--- src/hdl/ddo_pkg.sv ---
// ----------------------------------------------------------------------------
// ddo_pkg
// Shared constants, saturation and arctangent table for the odometry block.
// ----------------------------------------------------------------------------
package ddo_pkg;

  // configuration register indexes
  localparam logic [2:0] RegWheelRadius   = 3'd0;
  localparam logic [2:0] RegRadiusOverBase = 3'd1;
  localparam logic [2:0] RegStartHeading  = 3'd2;
  localparam logic [2:0] RegStartX        = 3'd3;
  localparam logic [2:0] RegStartY        = 3'd4;

  // 4*pi in rad * 2^24
  localparam logic [27:0] FourPiQ24 = 28'd210828714;
  localparam logic signed [28:0] FourPiQ24S = 29'sd210828714;

  // angles in Q30 radians
  localparam logic signed [35:0] PiQ30     = 36'sd3373259426;
  localparam logic signed [35:0] HalfPiQ30 = 36'sd1686629713;
  localparam logic signed [35:0] TwoPiQ30  = 36'sd6746518852;
  localparam logic signed [32:0] GainQ30   = 33'sd652032874;

  localparam logic signed [45:0] Max40 = 46'sd549755813887;
  localparam logic signed [45:0] Min40 = -46'sd549755813888;

  function automatic logic signed [39:0] sat40(logic signed [45:0] v);
    logic signed [39:0] r;
    if (v > Max40) begin
      r = Max40[39:0];
    end else if (v < Min40) begin
      r = Min40[39:0];
    end else begin
      r = v[39:0];
    end
    return r;
  endfunction

  // arctangent of 2^-i in Q30, truncated
  function automatic logic [29:0] atan_q30(logic [4:0] idx);
    logic [29:0] a;
    case (idx)
      5'd0:    a = 30'd843314856;
      5'd1:    a = 30'd497837829;
      5'd2:    a = 30'd263043836;
      5'd3:    a = 30'd133525158;
      5'd4:    a = 30'd67021686;
      5'd5:    a = 30'd33543515;
      5'd6:    a = 30'd16775850;
      5'd7:    a = 30'd8388437;
      5'd8:    a = 30'd4194282;
      5'd9:    a = 30'd2097149;
      5'd10:   a = 30'd1048575;
      5'd11:   a = 30'd524287;
      5'd12:   a = 30'd262143;
      5'd13:   a = 30'd131071;
      5'd14:   a = 30'd65535;
      5'd15:   a = 30'd32767;
      5'd16:   a = 30'd16383;
      5'd17:   a = 30'd8191;
      5'd18:   a = 30'd4095;
      5'd19:   a = 30'd2047;
      5'd20:   a = 30'd1023;
      5'd21:   a = 30'd511;
      5'd22:   a = 30'd255;
      5'd23:   a = 30'd127;
      5'd24:   a = 30'd63;
      5'd25:   a = 30'd31;
      5'd26:   a = 30'd15;
      5'd27:   a = 30'd7;
      5'd28:   a = 30'd3;
      5'd29:   a = 30'd1;
      default: a = 30'd0;
    endcase
    return a;
  endfunction

endpackage

--- src/hdl/differential_drive_odometry_top.sv ---
// ----------------------------------------------------------------------------
// differential_drive_odometry_top
// Dead-reckoning pose of a differential-drive base from cumulative wheel angles.
// ----------------------------------------------------------------------------
// One request at a time: a new wheel-angle pair is taken only once the previous
// one has left the arithmetic, and its pose goes to an output register that may
// wait for the consumer while the next pair is being worked on. Each item goes
// through two bit-serial multiplies, a 42-step restoring remainder for the
// heading modulo 4*pi, normalisation of the angle, CORDIC_STEPS rotations of
// the iterative CORDIC, and setup, rounding, accumulation and offsetting.
// Configuration writes are always taken and are meant for idle periods only.
module differential_drive_odometry_top
  import ddo_pkg::*;
#(
  parameter int unsigned CORDIC_STEPS = 24
) (
  input  logic               clk_i,
  input  logic               rst_ni,
  input  logic               cfg_valid_i,
  output logic               cfg_ready_o,
  input  logic [2:0]         cfg_index_i,
  input  logic [31:0]        cfg_data_i,
  input  logic               in_valid_i,
  output logic               in_ready_o,
  input  logic signed [39:0] left_wheel_angle_i,
  input  logic signed [39:0] right_wheel_angle_i,
  output logic               out_valid_o,
  input  logic               out_ready_i,
  output logic signed [39:0] x_position_o,
  output logic signed [39:0] y_position_o,
  output logic signed [28:0] heading_o,
  output logic signed [39:0] travelled_path_o
);

  localparam int unsigned StepW = (CORDIC_STEPS > 1) ? $clog2(CORDIC_STEPS) : 1;

  localparam logic [3:0] StIdle  = 4'd0;
  localparam logic [3:0] StMul1  = 4'd1;
  localparam logic [3:0] StHead  = 4'd2;
  localparam logic [3:0] StDiv   = 4'd3;
  localparam logic [3:0] StNorm  = 4'd4;
  localparam logic [3:0] StCord  = 4'd5;
  localparam logic [3:0] StRound = 4'd6;
  localparam logic [3:0] StMul2  = 4'd7;
  localparam logic [3:0] StAcc   = 4'd8;
  localparam logic [3:0] StOut   = 4'd9;

  logic [3:0] state_q;

  // configuration
  logic [15:0]        wheel_radius_q, radius_over_base_q;
  logic signed [28:0] start_heading_q;
  logic signed [31:0] start_x_q, start_y_q;

  // state
  logic signed [39:0] prev_path_q, x_off_q, y_off_q;

  // datapath
  logic signed [39:0] path_q;
  logic signed [41:0] turn_q;
  logic [41:0]        dvd_q;
  logic               hneg_q;
  logic [27:0]        rem_q;
  logic [5:0]         div_cnt_q;
  logic signed [28:0] head_q;
  logic signed [35:0] z_q;
  logic signed [32:0] x_q, y_q;
  logic               flip_q;
  logic [StepW-1:0]   step_q;
  logic signed [44:0] x_inc_q, y_inc_q;

  // output register
  logic               out_valid_q;
  logic signed [39:0] x_pos_q, y_pos_q, path_out_q;
  logic signed [28:0] head_out_q;

  logic in_req, out_free;
  assign in_ready_o  = (state_q == StIdle);
  assign in_req      = in_valid_i && in_ready_o;
  assign cfg_ready_o = 1'b1;
  assign out_free    = !out_valid_q || out_ready_i;

  // multipliers: path and turn first, then the cosine and sine products
  logic               mul_start, done0, done1, mul_done;
  logic signed [40:0] a0, a1;
  logic signed [23:0] b0, b1;
  logic signed [64:0] p0, p1;
  logic signed [40:0] delta;
  logic signed [32:0] x_f, y_f, x_r, y_r;
  logic signed [23:0] cos_r, sin_r;

  assign mul_start = in_req || (state_q == StRound);
  assign mul_done  = done0 && done1;
  assign delta     = {path_q[39], path_q} - {prev_path_q[39], prev_path_q};
  assign x_f       = flip_q ? -x_q : x_q;
  assign y_f       = flip_q ? -y_q : y_q;
  assign x_r       = x_f + 33'sd512;
  assign y_r       = y_f + 33'sd512;
  assign cos_r     = {x_r[32], x_r[32:10]};
  assign sin_r     = {y_r[32], y_r[32:10]};

  always_comb begin
    if (state_q == StRound) begin
      a0 = delta;
      b0 = cos_r;
      a1 = delta;
      b1 = sin_r;
    end else begin
      a0 = {left_wheel_angle_i[39], left_wheel_angle_i}
         + {right_wheel_angle_i[39], right_wheel_angle_i};
      b0 = {8'd0, wheel_radius_q};
      a1 = {right_wheel_angle_i[39], right_wheel_angle_i}
         - {left_wheel_angle_i[39], left_wheel_angle_i};
      b1 = {8'd0, radius_over_base_q};
    end
  end

  ddo_mul #(.AW(41), .BW(24)) u_mul0 (
    .clk_i   (clk_i),
    .rst_ni  (rst_ni),
    .start_i (mul_start),
    .a_i     (a0),
    .b_i     (b0),
    .done_o  (done0),
    .p_o     (p0)
  );

  ddo_mul #(.AW(41), .BW(24)) u_mul1 (
    .clk_i   (clk_i),
    .rst_ni  (rst_ni),
    .start_i (mul_start),
    .a_i     (a1),
    .b_i     (b1),
    .done_o  (done1),
    .p_o     (p1)
  );

  // rounding of the products, half toward plus infinity
  logic signed [64:0] p0_path, p1_turn, p0_inc, p1_inc;
  assign p0_path = p0 + 65'sd16777216;
  assign p1_turn = p1 + 65'sd32768;
  assign p0_inc  = p0 + 65'sd524288;
  assign p1_inc  = p1 + 65'sd524288;

  // heading before reduction
  logic signed [41:0] head_sum;
  assign head_sum = {{13{start_heading_q[28]}}, start_heading_q} + turn_q;

  // restoring remainder step
  logic [28:0] trial;
  logic [27:0] rem_d;
  logic signed [28:0] head_d;
  assign trial  = {rem_q, dvd_q[41]};
  assign rem_d  = (trial >= {1'b0, FourPiQ24}) ? 28'(trial - {1'b0, FourPiQ24})
                                                : trial[27:0];
  assign head_d = hneg_q ? -$signed({1'b0, rem_d}) : $signed({1'b0, rem_d});

  // cordic rotation step
  logic signed [32:0] x_sh, y_sh;
  logic signed [35:0] atan_v;
  logic               last_step;
  assign x_sh      = x_q >>> step_q;
  assign y_sh      = y_q >>> step_q;
  assign atan_v    = $signed({6'd0, atan_q30(5'(step_q))});
  assign last_step = (step_q == StepW'(CORDIC_STEPS - 1));

  // accumulation and pose
  logic signed [39:0] x_acc, y_acc, x_pose, y_pose;
  assign x_acc  = sat40({{6{x_off_q[39]}}, x_off_q} + {x_inc_q[44], x_inc_q});
  assign y_acc  = sat40({{6{y_off_q[39]}}, y_off_q} + {y_inc_q[44], y_inc_q});
  assign x_pose = sat40({{14{start_x_q[31]}}, start_x_q} + {{6{x_off_q[39]}}, x_off_q});
  assign y_pose = sat40({{14{start_y_q[31]}}, start_y_q} + {{6{y_off_q[39]}}, y_off_q});

  // control
  always_ff @(posedge clk_i or negedge rst_ni) begin
    if (!rst_ni) begin
      state_q            <= StIdle;
      out_valid_q        <= 1'b0;
      wheel_radius_q     <= '0;
      radius_over_base_q <= '0;
      start_heading_q    <= '0;
      start_x_q          <= '0;
      start_y_q          <= '0;
      prev_path_q        <= '0;
      x_off_q            <= '0;
      y_off_q            <= '0;
      div_cnt_q          <= '0;
      step_q             <= '0;
    end else begin
      if (cfg_valid_i) begin
        case (cfg_index_i)
          RegWheelRadius:    wheel_radius_q     <= cfg_data_i[15:0];
          RegRadiusOverBase: radius_over_base_q <= cfg_data_i[15:0];
          RegStartHeading:   start_heading_q    <= cfg_data_i[28:0];
          RegStartX:         start_x_q          <= cfg_data_i;
          RegStartY:         start_y_q          <= cfg_data_i;
          default: ;
        endcase
      end

      if ((state_q == StOut) && out_free) begin
        out_valid_q <= 1'b1;
      end else if (out_valid_q && out_ready_i) begin
        out_valid_q <= 1'b0;
      end

      case (state_q)
        StIdle: begin
          if (in_req) begin
            state_q <= StMul1;
          end
        end
        StMul1: begin
          if (mul_done) begin
            state_q <= StHead;
          end
        end
        StHead: begin
          div_cnt_q <= '0;
          state_q   <= StDiv;
        end
        StDiv: begin
          div_cnt_q <= div_cnt_q + 1'b1;
          if (div_cnt_q == 6'd41) begin
            state_q <= StNorm;
          end
        end
        StNorm: begin
          if (!(z_q > PiQ30) && !(z_q < -PiQ30)) begin
            step_q  <= '0;
            state_q <= StCord;
          end
        end
        StCord: begin
          step_q <= step_q + 1'b1;
          if (last_step) begin
            state_q <= StRound;
          end
        end
        StRound: begin
          state_q <= StMul2;
        end
        StMul2: begin
          if (mul_done) begin
            state_q <= StAcc;
          end
        end
        StAcc: begin
          x_off_q     <= x_acc;
          y_off_q     <= y_acc;
          prev_path_q <= path_q;
          state_q     <= StOut;
        end
        StOut: begin
          if (out_free) begin
            state_q <= StIdle;
          end
        end
        default: state_q <= StIdle;
      endcase
    end
  end

  // datapath registers
  always_ff @(posedge clk_i) begin
    case (state_q)
      StMul1: begin
        if (mul_done) begin
          // the path product never leaves 33 bits, so no clamp is needed
          path_q <= p0_path[64:25];
          turn_q <= p1_turn[57:16];
        end
      end
      StHead: begin
        hneg_q <= head_sum[41];
        dvd_q  <= head_sum[41] ? 42'(-head_sum) : 42'(head_sum);
        rem_q  <= '0;
      end
      StDiv: begin
        rem_q <= rem_d;
        dvd_q <= {dvd_q[40:0], 1'b0};
        if (div_cnt_q == 6'd41) begin
          head_q <= head_d;
          z_q    <= {{1{head_d[28]}}, head_d, 6'd0};
        end
      end
      StNorm: begin
        if (z_q > PiQ30) begin
          z_q <= z_q - TwoPiQ30;
        end else if (z_q < -PiQ30) begin
          z_q <= z_q + TwoPiQ30;
        end else begin
          // fold into the right half plane, sign of the result flips
          if (z_q > HalfPiQ30) begin
            z_q    <= z_q - PiQ30;
            flip_q <= 1'b1;
          end else if (z_q < -HalfPiQ30) begin
            z_q    <= z_q + PiQ30;
            flip_q <= 1'b1;
          end else begin
            flip_q <= 1'b0;
          end
          x_q <= GainQ30;
          y_q <= '0;
        end
      end
      StCord: begin
        if (!z_q[35]) begin
          x_q <= x_q - y_sh;
          y_q <= y_q + x_sh;
          z_q <= z_q - atan_v;
        end else begin
          x_q <= x_q + y_sh;
          y_q <= y_q - x_sh;
          z_q <= z_q + atan_v;
        end
      end
      StMul2: begin
        if (mul_done) begin
          x_inc_q <= p0_inc[64:20];
          y_inc_q <= p1_inc[64:20];
        end
      end
      StOut: begin
        if (out_free) begin
          x_pos_q    <= x_pose;
          y_pos_q    <= y_pose;
          head_out_q <= head_q;
          path_out_q <= path_q;
        end
      end
      default: ;
    endcase
  end

  assign out_valid_o      = out_valid_q;
  assign x_position_o     = x_pos_q;
  assign y_position_o     = y_pos_q;
  assign heading_o        = head_out_q;
  assign travelled_path_o = path_out_q;

endmodule

--- src/hdl/ddo_mul.sv ---
// ----------------------------------------------------------------------------
// ddo_mul
// Bit-serial signed multiplier, one multiplier bit per cycle, LSB first.
// ----------------------------------------------------------------------------
module ddo_mul #(
  parameter int unsigned AW = 41,
  parameter int unsigned BW = 24
) (
  input  logic                       clk_i,
  input  logic                       rst_ni,
  input  logic                       start_i,
  input  logic signed [AW-1:0]       a_i,
  input  logic signed [BW-1:0]       b_i,
  output logic                       done_o,
  output logic signed [AW+BW-1:0]    p_o
);

  localparam int unsigned PW = AW + BW;
  localparam int unsigned CW = (BW > 1) ? $clog2(BW) : 1;

  logic              busy_q, done_q;
  logic [CW-1:0]     cnt_q;
  logic signed [PW-1:0] a_q, acc_q, pp;
  logic [BW-1:0]     b_q;
  logic              last;

  assign last = (cnt_q == CW'(BW - 1));

  always_comb begin
    pp = b_q[0] ? a_q : '0;
    // the top bit of a two's complement multiplier weighs negative
    if (last) begin
      pp = -pp;
    end
  end

  always_ff @(posedge clk_i or negedge rst_ni) begin
    if (!rst_ni) begin
      busy_q <= 1'b0;
      done_q <= 1'b0;
      cnt_q  <= '0;
    end else begin
      done_q <= 1'b0;
      if (start_i) begin
        busy_q <= 1'b1;
        cnt_q  <= '0;
      end else if (busy_q) begin
        cnt_q <= cnt_q + 1'b1;
        if (last) begin
          busy_q <= 1'b0;
          done_q <= 1'b1;
        end
      end
    end
  end

  always_ff @(posedge clk_i) begin
    if (start_i) begin
      a_q   <= {{BW{a_i[AW-1]}}, a_i};
      b_q   <= b_i;
      acc_q <= '0;
    end else if (busy_q) begin
      a_q   <= a_q <<< 1;
      b_q   <= b_q >> 1;
      acc_q <= acc_q + pp;
    end
  end

  assign done_o = done_q;
  assign p_o    = acc_q;

endmodule

--- config.mk ---
export PLATFORM = sky130hd
export DESIGN_NAME = differential_drive_odometry_top
export DESIGN_NICKNAME = d
export VERILOG_FILES = /design/src/hdl/ddo_pkg.sv /design/src/hdl/differential_drive_odometry_top.sv /design/src/hdl/ddo_mul.sv
export SDC_FILE = /design/constraint.sdc
export NUM_CORES = 2
export LEC_CHECK = 0
export CAP_MARGIN = 10
export CORE_AREA = 2 2 339 677
export CTS_CLUSTER_SIZE = 30
export DETAILED_ROUTE_END_ITERATION = 10
export DIE_AREA = 0 0 341 679
export DONT_BUFFER_PORTS = 1
export PLACE_DENSITY_LB_ADDON = 0.12
export SLEW_MARGIN = 20
export SYNTH_ARGS = -nofsm -noshare
export SYNTH_HDL_FRONTEND = slang
export SYNTH_SLANG_ARGS = --single-unit
--- constraint.sdc ---
create_clock -name clk_i -period 10.5 [get_ports clk_i]
set_input_delay 1.575 -clock clk_i [delete_from_list [all_inputs] [get_ports clk_i]]
set_output_delay 1.575 -clock clk_i [all_outputs]
set_load 0.005 [all_outputs]
==> summary.md <==
| Metric | Value |
|---|---|
| Outcome | finished clean |
| Clk sinks | 1107 |
| Setup Viol. Count Final | 0 |
| Crit-path cells | buf_4, mux4_2, mux2_2, o21a_1, nor4_1, a31o_2, nor3b_4, and4_1, and3b_1, a31oi_1, xnor2_1, ha_1, a21o_1, a21o_1, a21o_1, or3_1, a2111oi_0, o31ai_1, o21ai_0, nand2b_1, a21oi_1, o21ai_0, xor2_1, nor2_1 |
| Final Total Pwr | around 34 mW |
| Resize count post-CTS | 0 |
| P&R area growth vs syn | 7.671% |
| Sequential element share of the synthesized area | 33.84% |
| Worst path bufs/invs | 1 |
| CP peak stage delay | 990 ps |
| H-tree depth | 3 |
| CTS Hold Bufs | 0 |
| Leak | approximately 40 nW |
| EDFF count, synth | 702 |
| Number of global-route vias before repair | 79580 |
| Period Utilization, post-route | around 78% |
| Hold crit path type | flip-flop to flip-flop |
| Multi-input logic area | 56510 µm² |
| Internal power | 16.92 mW |
| Max Fanout on Critical Path | 58 |
| Critical path type | flip-flop to flip-flop |
| Hold path startpoint | head_q[3] |
| Die Span Y | approximately 680 µm |
| Arr. time, crit path | 8680 ps |
| Rel. slew slack | 0.5673% |
| Critical Path Start Type | flip-flop |
| Clock network power share | a little over an eighth |
| #FFs+latches synth | 1107 |
| Starting DRT DRC Count | 5006 |
| Synth Area per Inst | 8.659 µm² |
| CP max stage cell | dfrtp_4 |
| Post-DRT Antenna Nets | 0 |
| DIE WIDTH | ~340 µm |
| Initial Util | between 30 and 40% |
| Initial antenna violation count | 22 |
| Most frequent cell after synthesis | nor2_1 |
| Setup tns final | 0 ps |
| GPL Wtd Cong | just under 1 |
| Mapped Area | 90310 µm² |
| R2R depth | 24 |
| CP delay by family, top | compound AO/OA/AOI/OAI gates |
| Wire length per cell | 26.23 µm |
| Clk_lat worst skew | 850 ps |
| Syn Nets | 11160 |
| Pwr dens | 345.4 nW/µm² |
| Final nets | approximately 11000 |
| GRT Total Usage | ~29% |
| Row cnt | 247 |
| WHS Endpoint | heading_o[3] |
| Register-to-Register Setup Slack | between 2000 and 2500 ps |
| Post-synth top area cell | edfxtp_1 |
| Top cell by count, worst path | a21o_1 |
| Storage cell area | 30580 µm² |
| Top cells by count, synth | nor2_1, nand2_1, a21oi_1 |
| Ys Warns | 0 |
| Final Util | ~43% |
| Drt pass-1 iters | 7 |
| Distinct cells, synth | about 110 |
| Worst r2r src | step_q[0] |
| DRC | 0 |
| Min setup slack post-route | 2348 ps |
| Setup slack at placement | 2492 ps |
| DIE AREA | approximately 230000 µm² |
| GRT overflow | 0 |
| Synth area leaders | edfxtp_1, ha_1, dfrtp_1 |
| Peak VDD IR | around 0.22 mV |
| Top-area cell type share of the netlist area | 23.34% |
| Synth Flop Type | edfxtp_1 |
| Clock root cell | clkbuf_16 |
| Logic gate share of total power | 61.8% |
| Nature of the critical path endpoint | flip-flop |
| Final Non-Filler Cells | roughly 13000 |
| PortBufs | 0 |
| Core Box Area | between 200000 and 250000 µm² |
| CTS max path bufs | 3 |
| Reg power frac | 24.7% |
| Psw | about 17 mW |
| Critical path required time | between 10000 and 15000 ps |
| Cells after Synth | 10430 |
| Largest net degree at the start of global routing | ~280 |
| Setup Buffers After CTS | 0 |
| Hold depth | 0 |
| Via/cell ratio | 5.966 |
| Placed cells | 12990 |
| Via count | ~80000 |
| CTS buffer count | 112 |
| Filler cells | 22360 |
| Fin. Hold Viols | 0 |
| TritonCTS clock tree | done |
| Worst-margin pin slew | 1491 ps |
| Unrepaired setup endpoints after global routing | false |
| Sw frac | 49.63% |
| Layout cell share with drive strength beyond 1 | 6.588% |
| Final slew viol count | 0 |
| Ports | 272 |
| FMAX | 122.7 MHz |
| CTS clk-pin slew, worst paths | 70 ps |
| First-pass GRT wire length | just over 500000 µm |
| Ys async rst share | ~25% |
| MaxCap Viol Count | 0 |
| DP HPWL | 273600 µm |
| Final min period | 8152 ps |
| Max Clock Skew | ~78 ps |
| WL final | 348400 µm |
| Capturing point of the worst reg2reg path | y_q[32] |
==> worst register-to-register path: stages (launching register included) <==
cell,delay [ps]
dfrtp_4,990
buf_4,570
mux4_2,700
mux2_2,320
o21a_1,310
nor4_1,420
a31o_2,260
nor3b_4,290
and4_1,250
and3b_1,210
a31oi_1,110
xnor2_1,240
ha_1,320
a21o_1,200
a21o_1,170
a21o_1,210
or3_1,310
a2111oi_0,840
o31ai_1,240
o21ai_0,270
nand2b_1,90
a21oi_1,220
o21ai_0,150
xor2_1,150
nor2_1,50
==> per-stage QoR <==
| stage | hold slack, ps | instance area (µm²) |
|---|---|---|
| 6_report | 417.5 | 97240 |
| 3_3_place_gp | 401.7 | 92970 |
| 5_1_grt | 422.6 | 97200 |
| 4_1_cts | 391.8 | 97040 |
| 3_5_place_dp | 404.5 | 92980 |
| 2_1_floorplan | 400.3 | 90310 |
==> worst max-delay path by stage <==
| stage | startpoint | to | slack (ps) | cells after the start |
|---|---|---|---|---|
| 4_1_cts | step_q[0] | y_q[32] | 2440 | 24 |
| 6_report | step_q[0] | y_q[32] | 2350 | 24 |
| 2_1_floorplan | state_q[0] | path_q[0] | 1180 | 3 |
| 3_5_place_dp | step_q[0] | y_q[32] | 2490 | 24 |
| 5_1_grt | step_q[0] | y_q[32] | 1910 | 24 |
| 3_3_place_gp | step_q[0] | y_q[32] | 2410 | 27 |
==> routing by layer <==
layer / vias up / global-route usage [%] / wire length, µm
met2: 2272 / 56.70 / 190100
li1: 37390 / - / -
met5: - / 0 / 0
met1: 38640 / 26.18 / 111200
met3: 942 / 3.367 / 12650
met4: 0 / 24.88 / 34490
==> cell type report <==
| class | instances | area share [%] |
|---|---|---|
| Antenna cell | 78 | 0.2007 |
| Timing Repair Buffer | 124 | 0.9702 |
| Sequential cell | 1107 | 31.45 |
| Multi-Input combinational cell | 8447 | 58.11 |
| Inverter | 323 | 1.252 |
| Clock buffer | 137 | 3.102 |
| Tap cell | 2988 | 3.845 |
| Clock inverter | 77 | 1.072 |
==> power groups by stage <==
stage               Clock, mW  Combinational (mW)  Sequential, mW
finish                   4.54                20.7            8.30
global route             4.78                22.7            8.43
CTS                      4.66                20.6            8.24
detailed placement          0                20.5            8.32
global placement            0                20.4            8.30
floorplan                   0                15.5            7.10
==> registers in the layout, indices dropped and copies added (netlist names), 28 cells and up <==
| signal | flops |
|---|---|
| u_mul1.p_o | 65 |
| x_off_q | 40 |
| y_inc_q | 45 |
| x_position_o | 40 |
| x_inc_q | 45 |
| x_q | 33 |
| dvd_q | 42 |
| turn_q | 42 |
| start_y_q | 32 |
| head_q | 29 |
| prev_path_q | 40 |
| y_position_o | 40 |
| u_mul0.a_q | 65 |
| u_mul1.a_q | 65 |
| z_q | 36 |
| start_x_q | 32 |
| path_q | 40 |
| start_heading_q | 29 |
| u_mul0.p_o | 65 |
| heading_o | 29 |
| y_q | 33 |
| y_off_q | 40 |
| rem_q | 28 |
| travelled_path_o | 40 |
==> placed cells by master (no fill, tap or decap), drive strengths merged, types with 137 or more instances in the layout <==
cell type,n
nor3,214
inv,333
mux2i,147
edfxtp,702
o21ai,697
dfrtp,275
clkbuf,137
ha,595
mux2,169
nand3,229
a31oi,156
nand2,1017
xor2,436
nor2,1177
xnor2,556
a21o,321
a21oi,905
==> logic make-up after synthesis <==
logic type	Yosys count	synth area share (%)
adders and majority gates	624	8.709
buffers and inverters	875	3.795
AOI/OAI and AO/OA	2972	20.63
muxes	393	5.710
xor gates and xnor gates	992	9.621
DFF	1107	33.84
other	1	0.004152
and+or+nand+nor	3465	17.68
(Power assumes the default switching activity.)
